<file path="src/hw/rtl/mrf_pkg.sv">
package mrf_pkg;

  // Request kinds as carried in the func field.
  typedef enum logic [1:0] {
    KIND_READ_COILS   = 2'd0,
    KIND_READ_HOLDING = 2'd1,
    KIND_WRITE_COILS  = 2'd2,
    KIND_WRITE_REGS   = 2'd3
  } kind_t;

  // Modbus function codes.
  localparam logic [7:0] FC_READ_COILS   = 8'h01;
  localparam logic [7:0] FC_READ_HOLDING = 8'h03;
  localparam logic [7:0] FC_WRITE_COILS  = 8'h0F;
  localparam logic [7:0] FC_WRITE_REGS   = 8'h10;

  localparam logic [15:0] MAX_WRITE_COILS = 16'd1968;
  localparam logic [15:0] MAX_WRITE_REGS  = 16'd123;

  localparam logic [15:0] CRC_INIT = 16'hFFFF;
  localparam logic [15:0] CRC_POLY = 16'hA001;

  // Data bytes one item can produce before the CRC: six header bytes,
  // the byte count and one register word.
  localparam int JOB_BYTES   = 9;
  localparam int JOB_CNT_W   = 4;
  localparam int FIFO_DEPTH  = 2;
  localparam int FIFO_PTR_W  = $clog2(FIFO_DEPTH);
  localparam int FIFO_CNT_W  = $clog2(FIFO_DEPTH + 1);

  typedef struct packed {
    kind_t       func;
    logic [7:0]  slave_address;
    logic [15:0] start_address;
    logic [15:0] quantity;
    logic [15:0] value;
  } item_t;

  typedef struct packed {
    logic [7:0] tx_byte;
    logic       frame_end;
    logic       rejected;
  } frame_t;

  // Work handed from the front to the back for one item.
  typedef struct packed {
    logic [JOB_BYTES-1:0][7:0] data;
    logic [JOB_CNT_W-1:0]      count;
    logic                      finish;
    logic                      reject;
  } job_t;

  function automatic logic [7:0] kind_code(kind_t k);
    logic [7:0] code;
    case (k)
      KIND_READ_COILS:   code = FC_READ_COILS;
      KIND_READ_HOLDING: code = FC_READ_HOLDING;
      KIND_WRITE_COILS:  code = FC_WRITE_COILS;
      KIND_WRITE_REGS:   code = FC_WRITE_REGS;
      default:           code = FC_READ_COILS;
    endcase
    return code;
  endfunction

endpackage

</file>
<file path="src/hw/rtl/mrf_front.sv">
// Request tracking: turns each accepted item into one job of data bytes.
module mrf_front (
  input  logic           clk,
  input  logic           rst,
  input  logic           push,
  input  mrf_pkg::item_t item,
  output mrf_pkg::job_t  job
);

  logic                 in_request;
  mrf_pkg::kind_t       latched_kind;
  logic [15:0]          values_left;
  logic [7:0]           coil_shift;
  logic [2:0]           coil_bit_count;

  logic                 first;
  logic                 is_write;
  logic                 is_coil;
  logic                 reject;
  logic                 take;
  logic [7:0]           eff_shift;
  logic [2:0]           eff_cnt;
  logic [15:0]          eff_left;
  logic [15:0]          left_dec;
  logic [7:0]           new_shift;
  logic                 coil_emit;
  logic [7:0]           vb0;
  logic [7:0]           vb1;

  logic [mrf_pkg::JOB_CNT_W-1:0] vcnt;
  logic [16:0]                   coil_bytes;

  always_comb begin
    first     = !in_request;
    is_write  = item.func[1];
    reject    = first &&
                ((item.func == mrf_pkg::KIND_WRITE_COILS &&
                  item.quantity > mrf_pkg::MAX_WRITE_COILS) ||
                 (item.func == mrf_pkg::KIND_WRITE_REGS &&
                  item.quantity > mrf_pkg::MAX_WRITE_REGS));
    is_coil   = first ? (item.func == mrf_pkg::KIND_WRITE_COILS)
                      : (latched_kind == mrf_pkg::KIND_WRITE_COILS);
    eff_shift = first ? 8'd0 : coil_shift;
    eff_cnt   = first ? 3'd0 : coil_bit_count;
    eff_left  = first ? item.quantity : values_left;
    take      = !first || (is_write && item.quantity != 16'd0 && !reject);
    left_dec  = eff_left - 16'd1;
    new_shift = eff_shift | (8'(item.value != 16'd0) << eff_cnt);
    coil_emit = (eff_cnt == 3'd7) || (eff_left == 16'd1);

    if (is_coil) begin
      vb0  = new_shift;
      vb1  = 8'd0;
      vcnt = coil_emit ? mrf_pkg::JOB_CNT_W'(1) : mrf_pkg::JOB_CNT_W'(0);
    end else begin
      vb0  = item.value[15:8];
      vb1  = item.value[7:0];
      vcnt = mrf_pkg::JOB_CNT_W'(2);
    end

    coil_bytes = (17'(item.quantity) + 17'd7) >> 3;

    job = '0;
    if (reject) begin
      job.reject = 1'b1;
    end else if (first) begin
      job.data[0] = item.slave_address;
      job.data[1] = mrf_pkg::kind_code(item.func);
      job.data[2] = item.start_address[15:8];
      job.data[3] = item.start_address[7:0];
      job.data[4] = item.quantity[15:8];
      job.data[5] = item.quantity[7:0];
      if (!is_write) begin
        job.count  = mrf_pkg::JOB_CNT_W'(6);
        job.finish = 1'b1;
      end else begin
        job.data[6] = is_coil ? coil_bytes[7:0] : {item.quantity[6:0], 1'b0};
        job.data[7] = vb0;
        job.data[8] = vb1;
        job.count   = mrf_pkg::JOB_CNT_W'(7) + (take ? vcnt : mrf_pkg::JOB_CNT_W'(0));
        job.finish  = !take || (left_dec == 16'd0);
      end
    end else begin
      job.data[0] = vb0;
      job.data[1] = vb1;
      job.count   = vcnt;
      job.finish  = (left_dec == 16'd0);
    end
  end

  always_ff @(posedge clk) begin
    if (rst) begin
      in_request     <= 1'b0;
      latched_kind   <= mrf_pkg::KIND_READ_COILS;
      values_left    <= 16'd0;
      coil_shift     <= 8'd0;
      coil_bit_count <= 3'd0;
    end else if (push && take) begin
      if (first) begin
        latched_kind <= item.func;
      end
      if (left_dec == 16'd0) begin
        in_request     <= 1'b0;
        values_left    <= 16'd0;
        coil_shift     <= 8'd0;
        coil_bit_count <= 3'd0;
      end else begin
        in_request  <= 1'b1;
        values_left <= left_dec;
        if (is_coil && !coil_emit) begin
          coil_shift     <= new_shift;
          coil_bit_count <= eff_cnt + 3'd1;
        end else begin
          coil_shift     <= 8'd0;
          coil_bit_count <= 3'd0;
        end
      end
    end
  end

endmodule

</file>
<file path="src/hw/rtl/mrf_job_fifo.sv">
// Short job queue between the front and the back.
module mrf_job_fifo (
  input  logic          clk,
  input  logic          rst,
  input  logic          push,
  input  mrf_pkg::job_t push_job,
  output logic          full,
  input  logic          pop,
  output logic          head_valid,
  output mrf_pkg::job_t head_job
);

  mrf_pkg::job_t                  slots [mrf_pkg::FIFO_DEPTH];
  logic [mrf_pkg::FIFO_PTR_W-1:0] wr_ptr;
  logic [mrf_pkg::FIFO_PTR_W-1:0] rd_ptr;
  logic [mrf_pkg::FIFO_CNT_W-1:0] fill;

  assign full       = (fill == mrf_pkg::FIFO_CNT_W'(mrf_pkg::FIFO_DEPTH));
  assign head_valid = (fill != '0);
  assign head_job   = slots[rd_ptr];

  always_ff @(posedge clk) begin
    if (push) begin
      slots[wr_ptr] <= push_job;
    end
  end

  always_ff @(posedge clk) begin
    if (rst) begin
      wr_ptr <= '0;
      rd_ptr <= '0;
      fill   <= '0;
    end else begin
      if (push) begin
        wr_ptr <= (wr_ptr == mrf_pkg::FIFO_PTR_W'(mrf_pkg::FIFO_DEPTH - 1)) ?
                  '0 : wr_ptr + 1'b1;
      end
      if (pop) begin
        rd_ptr <= (rd_ptr == mrf_pkg::FIFO_PTR_W'(mrf_pkg::FIFO_DEPTH - 1)) ?
                  '0 : rd_ptr + 1'b1;
      end
      fill <= fill + mrf_pkg::FIFO_CNT_W'(push) - mrf_pkg::FIFO_CNT_W'(pop);
    end
  end

endmodule

</file>
<file path="src/hw/rtl/mrf_back.sv">
// Byte sequencer: sends each job's bytes, runs the CRC and appends it.
module mrf_back (
  input  logic           clk,
  input  logic           rst,
  input  logic           job_valid,
  input  mrf_pkg::job_t  job,
  output logic           pop,
  output logic           frame_valid,
  input  logic           frame_ready,
  output mrf_pkg::frame_t frame
);

  function automatic logic [15:0] crc_byte(logic [15:0] crc, logic [7:0] b);
    logic [15:0] c;
    c = crc ^ {8'd0, b};
    for (int k = 0; k < 8; k++) begin
      c = c[0] ? ((c >> 1) ^ mrf_pkg::CRC_POLY) : (c >> 1);
    end
    return c;
  endfunction

  logic [15:0]                   crc_accum;
  logic [15:0]                   crc_accum_next;
  logic [mrf_pkg::JOB_CNT_W-1:0] pos;
  logic [mrf_pkg::JOB_CNT_W-1:0] total;
  logic                          slot_free;
  logic                          emit;
  mrf_pkg::frame_t               frame_next;

  always_comb begin
    total = job.count
          + (job.finish ? mrf_pkg::JOB_CNT_W'(2) : mrf_pkg::JOB_CNT_W'(0))
          + (job.reject ? mrf_pkg::JOB_CNT_W'(1) : mrf_pkg::JOB_CNT_W'(0));
    slot_free = !frame_valid || frame_ready;
    emit      = job_valid && (total != '0) && slot_free;
    pop       = job_valid && ((total == '0) || (slot_free && pos == total - 1'b1));

    crc_accum_next = crc_accum;
    frame_next     = '0;
    if (job.reject) begin
      frame_next.frame_end = 1'b1;
      frame_next.rejected  = 1'b1;
    end else if (pos < job.count) begin
      frame_next.tx_byte = job.data[pos];
      crc_accum_next     = crc_byte(crc_accum, job.data[pos]);
    end else if (pos == job.count) begin
      frame_next.tx_byte = crc_accum[7:0];
    end else begin
      frame_next.tx_byte   = crc_accum[15:8];
      frame_next.frame_end = 1'b1;
      crc_accum_next       = mrf_pkg::CRC_INIT;
    end
  end

  always_ff @(posedge clk) begin
    if (rst) begin
      crc_accum   <= mrf_pkg::CRC_INIT;
      pos         <= '0;
      frame_valid <= 1'b0;
    end else begin
      if (emit) begin
        crc_accum <= crc_accum_next;
        pos       <= pop ? '0 : pos + 1'b1;
      end
      if (slot_free) begin
        frame_valid <= emit;
      end
    end
  end

  always_ff @(posedge clk) begin
    if (emit) begin
      frame <= frame_next;
    end
  end

endmodule

</file>
<file path="src/hw/rtl/modbus_rtu_request_framer.sv">
// Modbus RTU master request framer. Each accepted item transaction on the
// item channel is one step of a request: the first item of a request carries
// the kind (read coils, read holding registers, write multiple coils, write
// multiple registers), the slave, the start address and the quantity, and
// produces the header bytes (plus the byte count for writes). Reads end with
// that item. A write then takes one item per value (the first item already
// carries the first value); coils are packed eight to a byte with the first
// coil in bit 0, registers go out high byte first. Each frame closes with the
// CRC-16/MODBUS, low byte first, and frame_end marks its last byte. A write
// whose quantity exceeds 1968 coils or 123 registers produces a single result
// with rejected and frame_end set and tx_byte zero, and nothing else. The
// front half accepts an item whenever the two-entry job queue has room; the
// back half sends one byte per cycle on the frame channel while frame_ready
// lets it, an item produces up to eleven bytes (the first item of a register
// write), and an item that produces no byte (a coil that does not complete a
// byte) still passes through the back half, which retires its job. The back half
// is the limit on sustained rate; the front keeps accepting while a finished
// byte waits in the output register.
module modbus_rtu_request_framer (
  input  logic            clk,
  input  logic            rst,
  input  logic            item_valid,
  output logic            item_ready,
  input  mrf_pkg::item_t  item,
  output logic            frame_valid,
  input  logic            frame_ready,
  output mrf_pkg::frame_t frame
);

  mrf_pkg::job_t front_job;
  mrf_pkg::job_t head_job;
  logic          push;
  logic          full;
  logic          pop;
  logic          head_valid;

  // An item transaction completes when the queue has room for its job.
  assign item_ready = !full;
  assign push       = item_valid && item_ready;

  mrf_front u_front (
    .clk  (clk),
    .rst  (rst),
    .push (push),
    .item (item),
    .job  (front_job)
  );

  mrf_job_fifo u_fifo (
    .clk        (clk),
    .rst        (rst),
    .push       (push),
    .push_job   (front_job),
    .full       (full),
    .pop        (pop),
    .head_valid (head_valid),
    .head_job   (head_job)
  );

  mrf_back u_back (
    .clk         (clk),
    .rst         (rst),
    .job_valid   (head_valid),
    .job         (head_job),
    .pop         (pop),
    .frame_valid (frame_valid),
    .frame_ready (frame_ready),
    .frame       (frame)
  );

  // A rejection result always closes its transaction group.
  a_reject_ends: assert property (@(posedge clk) disable iff (rst)
    frame_valid && frame.rejected |-> frame.frame_end && frame.tx_byte == 8'd0)
    else $error("rejection result without frame_end or with nonzero byte");

  // The back half only retires jobs that the queue actually holds.
  a_pop_has_job: assert property (@(posedge clk) disable iff (rst)
    pop |-> head_valid)
    else $error("job retired from an empty queue");

  // A byte left untaken must still be offered in the next cycle.
  a_hold_output: assert property (@(posedge clk) disable iff (rst)
    frame_valid && !frame_ready |=> frame_valid && $stable(frame))
    else $error("output byte dropped or changed while stalled");

endmodule

</file>
<file path="config.mk">
export PLATFORM = sky130hd
export DESIGN_NAME = modbus_rtu_request_framer
export DESIGN_NICKNAME = d
export VERILOG_FILES = /design/src/hw/rtl/mrf_pkg.sv /design/src/hw/rtl/mrf_front.sv /design/src/hw/rtl/mrf_job_fifo.sv /design/src/hw/rtl/mrf_back.sv /design/src/hw/rtl/modbus_rtu_request_framer.sv
export SDC_FILE = /design/constraint.sdc
export NUM_CORES = 1
export LEC_CHECK = 0
export BUFFER_PORTS_ARGS = -buffer_cell sky130_fd_sc_hd__buf_2
export CORE_ASPECT_RATIO = 0.75
export CORE_MARGIN = 3
export CORE_UTILIZATION = 45
export CTS_CLUSTER_DIAMETER = 150
export DETAILED_ROUTE_END_ITERATION = 10
export PLACE_DENSITY = 0.69
export SLEW_MARGIN = 10
export SYNTH_ARGS = -nofsm -noshare
export SYNTH_HDL_FRONTEND = slang
export SYNTH_SLANG_ARGS = --single-unit
export TNS_END_PERCENT = 100
</file>
<file path="constraint.sdc">
create_clock -name clk -period 9.2 [get_ports clk]
set_input_delay 0.46 -clock clk [delete_from_list [all_inputs] [get_ports clk]]
set_output_delay 0.46 -clock clk [all_outputs]
set_load 0.02 [all_outputs]
</file>
==> results.ini <==
[yosys]
synth_edf_count = 166
async_flop_share = 0
syn_nets = 1053
syn_area_per_cell_sq_um = 11.6
ys.flop_type = edfxtp_1
synth_area_sq_mm = 0.0112
yosysWarnings = 0
ys_ff_latch = 222
netlist-cell-type-count = 67
synth-seq-area-share = 0.543
syn_inst = 969

[run]
cap_violations = 0

[die]
placementRows = 49
core_sq_mm = 0.0243
initial_core_util = 0.463
io_pins = 74
die_x_um = 188
die_h_um = 143
die-area_sq_mm = 0.0269

[timing]
hold_viol_final = 0
worstMarginPinSlew_ps = 1150
whs_ps = 258
fmax_ghz = 0.231
period_needed_ps = 4340
timing.final.crit_share = 0.472
finClkSkew_ps = 13.2
maxSlewHeadroom = 0.233
setup_tns_ps = 0
setup-violations-final = 0
setup_slack_ps = 4860
grt_setup_unrepaired = false
drv_slew = 0

[finish]
nets = 1101
final_cell_mix = edfxtp_1 (166), nor2_1 (111), mux2i_1 (78)
layout_commonest_cell = edfxtp_1
syn2layout_area_growth_pct = 11.5
num_antenna_cells = 0
stdcell_area_sq_mm = 0.0125
drive_above_1_share = 0.146

[min_path]
min_from = item[42]
min_to = u_fifo.slots[0][24]
hold_path_depth = 2
hold_path.class = in -> reg

[placed_design]
placed_area_sq_mm = 0.0118
pre_cts_slack_ps = 4810
hpwl_mm = 18.7
portBuffers = 73
gp_congestion = 0.881

[routing]
drtPass1Iterations = 5
vias_per_cell = 5.72
drt_wl_total_mm = 27.3
route.detailed.drc = 0
num_vias = 7808
avgRoutedWirePerCell_um = 20.0
drt_iter0_drc = 728
ant_nets = 0

[clock_network]
clk_pin_slew_ps = 60
cts_buffer_depth = 3
postCtsHoldBufs = 0
htreeDepth = 1
clkSinkCount = 222
tritoncts = yes
postCtsSetupBuffers = 0
clk_latency_ps = 510
cts-resized-gates = 0
cts_buffers = 23
clockRootBuffer = clkbuf_16

[worst_setup_path]
start_kind = register
crit_required_ps = 9560
r2r_end = u_fifo.fill[1]
end_kind = register
worst-setup-path-type = reg -> reg
cp.arrival_ps = 4690
worstPathMaxFanout = 37
rr_worst_depth = 15
r2r_slack_ps = 4860

[grt]
gr-total-overflow = 0
grt_pass1_vias = 7186
antenna_found_initial = 0
grt_pass1_wl_mm = 41.8
grt_max_degree = 94
grt_usage = 0.198

[pwr]
power_leakage_uw = 0.00446
p_per_area_mw_per_mm2 = 301
vdd_ir_drop_max_mv = 0.171

[run_status]
status = completed

per-stage QoR:
step	power, uW	utilization	std cells
after floorplan	2560	-	969
after global placement	2860	0.486	1323
after detailed placement	2880	0.486	1323
after CTS	3790	0.516	1364
after global routing	3980	0.516	1364
final	3770	0.516	1364
power by group:
part / internal, uW / switching (uW)
Clock: 516 / 383
Sequential: 1320 / 103
Combinational: 631 / 819
how the worst max path moves through the flow:
stage / endpoint / cells after the start / slack [ps]
after floorplan: u_front.coil_bit_count[0] / 18 / 4570
after global placement: u_fifo.fill[1] / 15 / 4850
after detailed placement: u_fifo.fill[1] / 15 / 4810
after CTS: u_fifo.fill[1] / 15 / 4810
after global routing: u_fifo.fill[1] / 16 / 4510
final: u_fifo.fill[1] / 15 / 4860
worst max-delay path, stage by stage (launching register included):
cell     delay [ps]
dfxtp_4         650
buf_4           660
mux2_2          440
fa_1            560
inv_1            70
ha_1            190
xor2_1          160
o31ai_1         280
a41oi_1         140
nor2_1          200
ha_1            270
inv_1            50
ha_1            150
xor2_1          170
xnor2_1         130
nor2_1           50
cell families (layout without fill, tap and decap cells):
kind of cell / count (synthesis) / count (layout) / share of synthesized area
flip-flops: 222 / 222 / 0.543
buffers and inverters: 79 / 143 / 0.0333
AO/OA/AOI/OAI: 159 / 159 / 0.0970
adder cells (fa/ha/maj): 22 / 22 / 0.0252
multiplexers: 98 / 98 / 0.105
XOR/XNOR: 56 / 56 / 0.0499
AND/OR/NAND/NOR: 333 / 333 / 0.147
Yosys cell counts, types with 4 or more instances:
master | instances | share of area
o21ai_0 | 11 | 0.0049
clkbuf_1 | 33 | 0.011
buf_1 | 7 | 0.0023
o221ai_1 | 6 | 0.0047
buf_2 | 11 | 0.0049
nor2_1 | 113 | 0.038
o21bai_1 | 5 | 0.0033
a211oi_1 | 23 | 0.015
buf_6 | 4 | 0.0040
mux2i_1 | 78 | 0.069
dfxtp_1 | 56 | 0.10
nand3_1 | 17 | 0.0076
nand2_1 | 55 | 0.018
nor4_1 | 10 | 0.0056
nor3b_1 | 8 | 0.0053
a22oi_1 | 25 | 0.017
xnor2_1 | 28 | 0.022
o22ai_1 | 10 | 0.0056
nor3_1 | 25 | 0.011
inv_1 | 20 | 0.0067
and2_1 | 44 | 0.024
edfxtp_1 | 166 | 0.44
mux2_2 | 5 | 0.0050
a21oi_1 | 38 | 0.017
a31oi_1 | 9 | 0.0050
ha_1 | 21 | 0.023
xor2_1 | 23 | 0.018
mux4_2 | 15 | 0.030
and3_1 | 5 | 0.0028
nand4_1 | 6 | 0.0033
o211ai_1 | 4 | 0.0027
nor2b_1 | 20 | 0.011
nand2b_1 | 15 | 0.0084
sequential cells by signal (all words and copies together) (netlist names), 2 cells and up, named ones only:
signal,flops
u_front.latched_kind,2
u_front.coil_shift,8
u_front.values_left,16
u_back.frame,10
u_fifo.slots,156
u_back.pos,4
u_fifo.fill,2
u_front.coil_bit_count,3
u_back.crc_accum,16
per-layer routing:
metal | vias up | GRT usage | part of all wire
li1 | 3676 | - | -
met4 | 0 | 0.0384 | 0.015
met2 | 289 | 0.290 | 0.43
met5 | - | 0 | 0
met3 | 40 | 0.0461 | 0.087
met1 | 3803 | 0.303 | 0.47
area by class of cell:
type	count	area, sq um
multi-input cells	668	4770
well taps	331	414
clock inverters	10	92.6
flip-flops and latches	222	6110
repair buffers	81	425
fillers	2164	11700
clock buffers	31	636
inverters	21	78.8
Note: power is estimated with default switching activity, not from simulation.
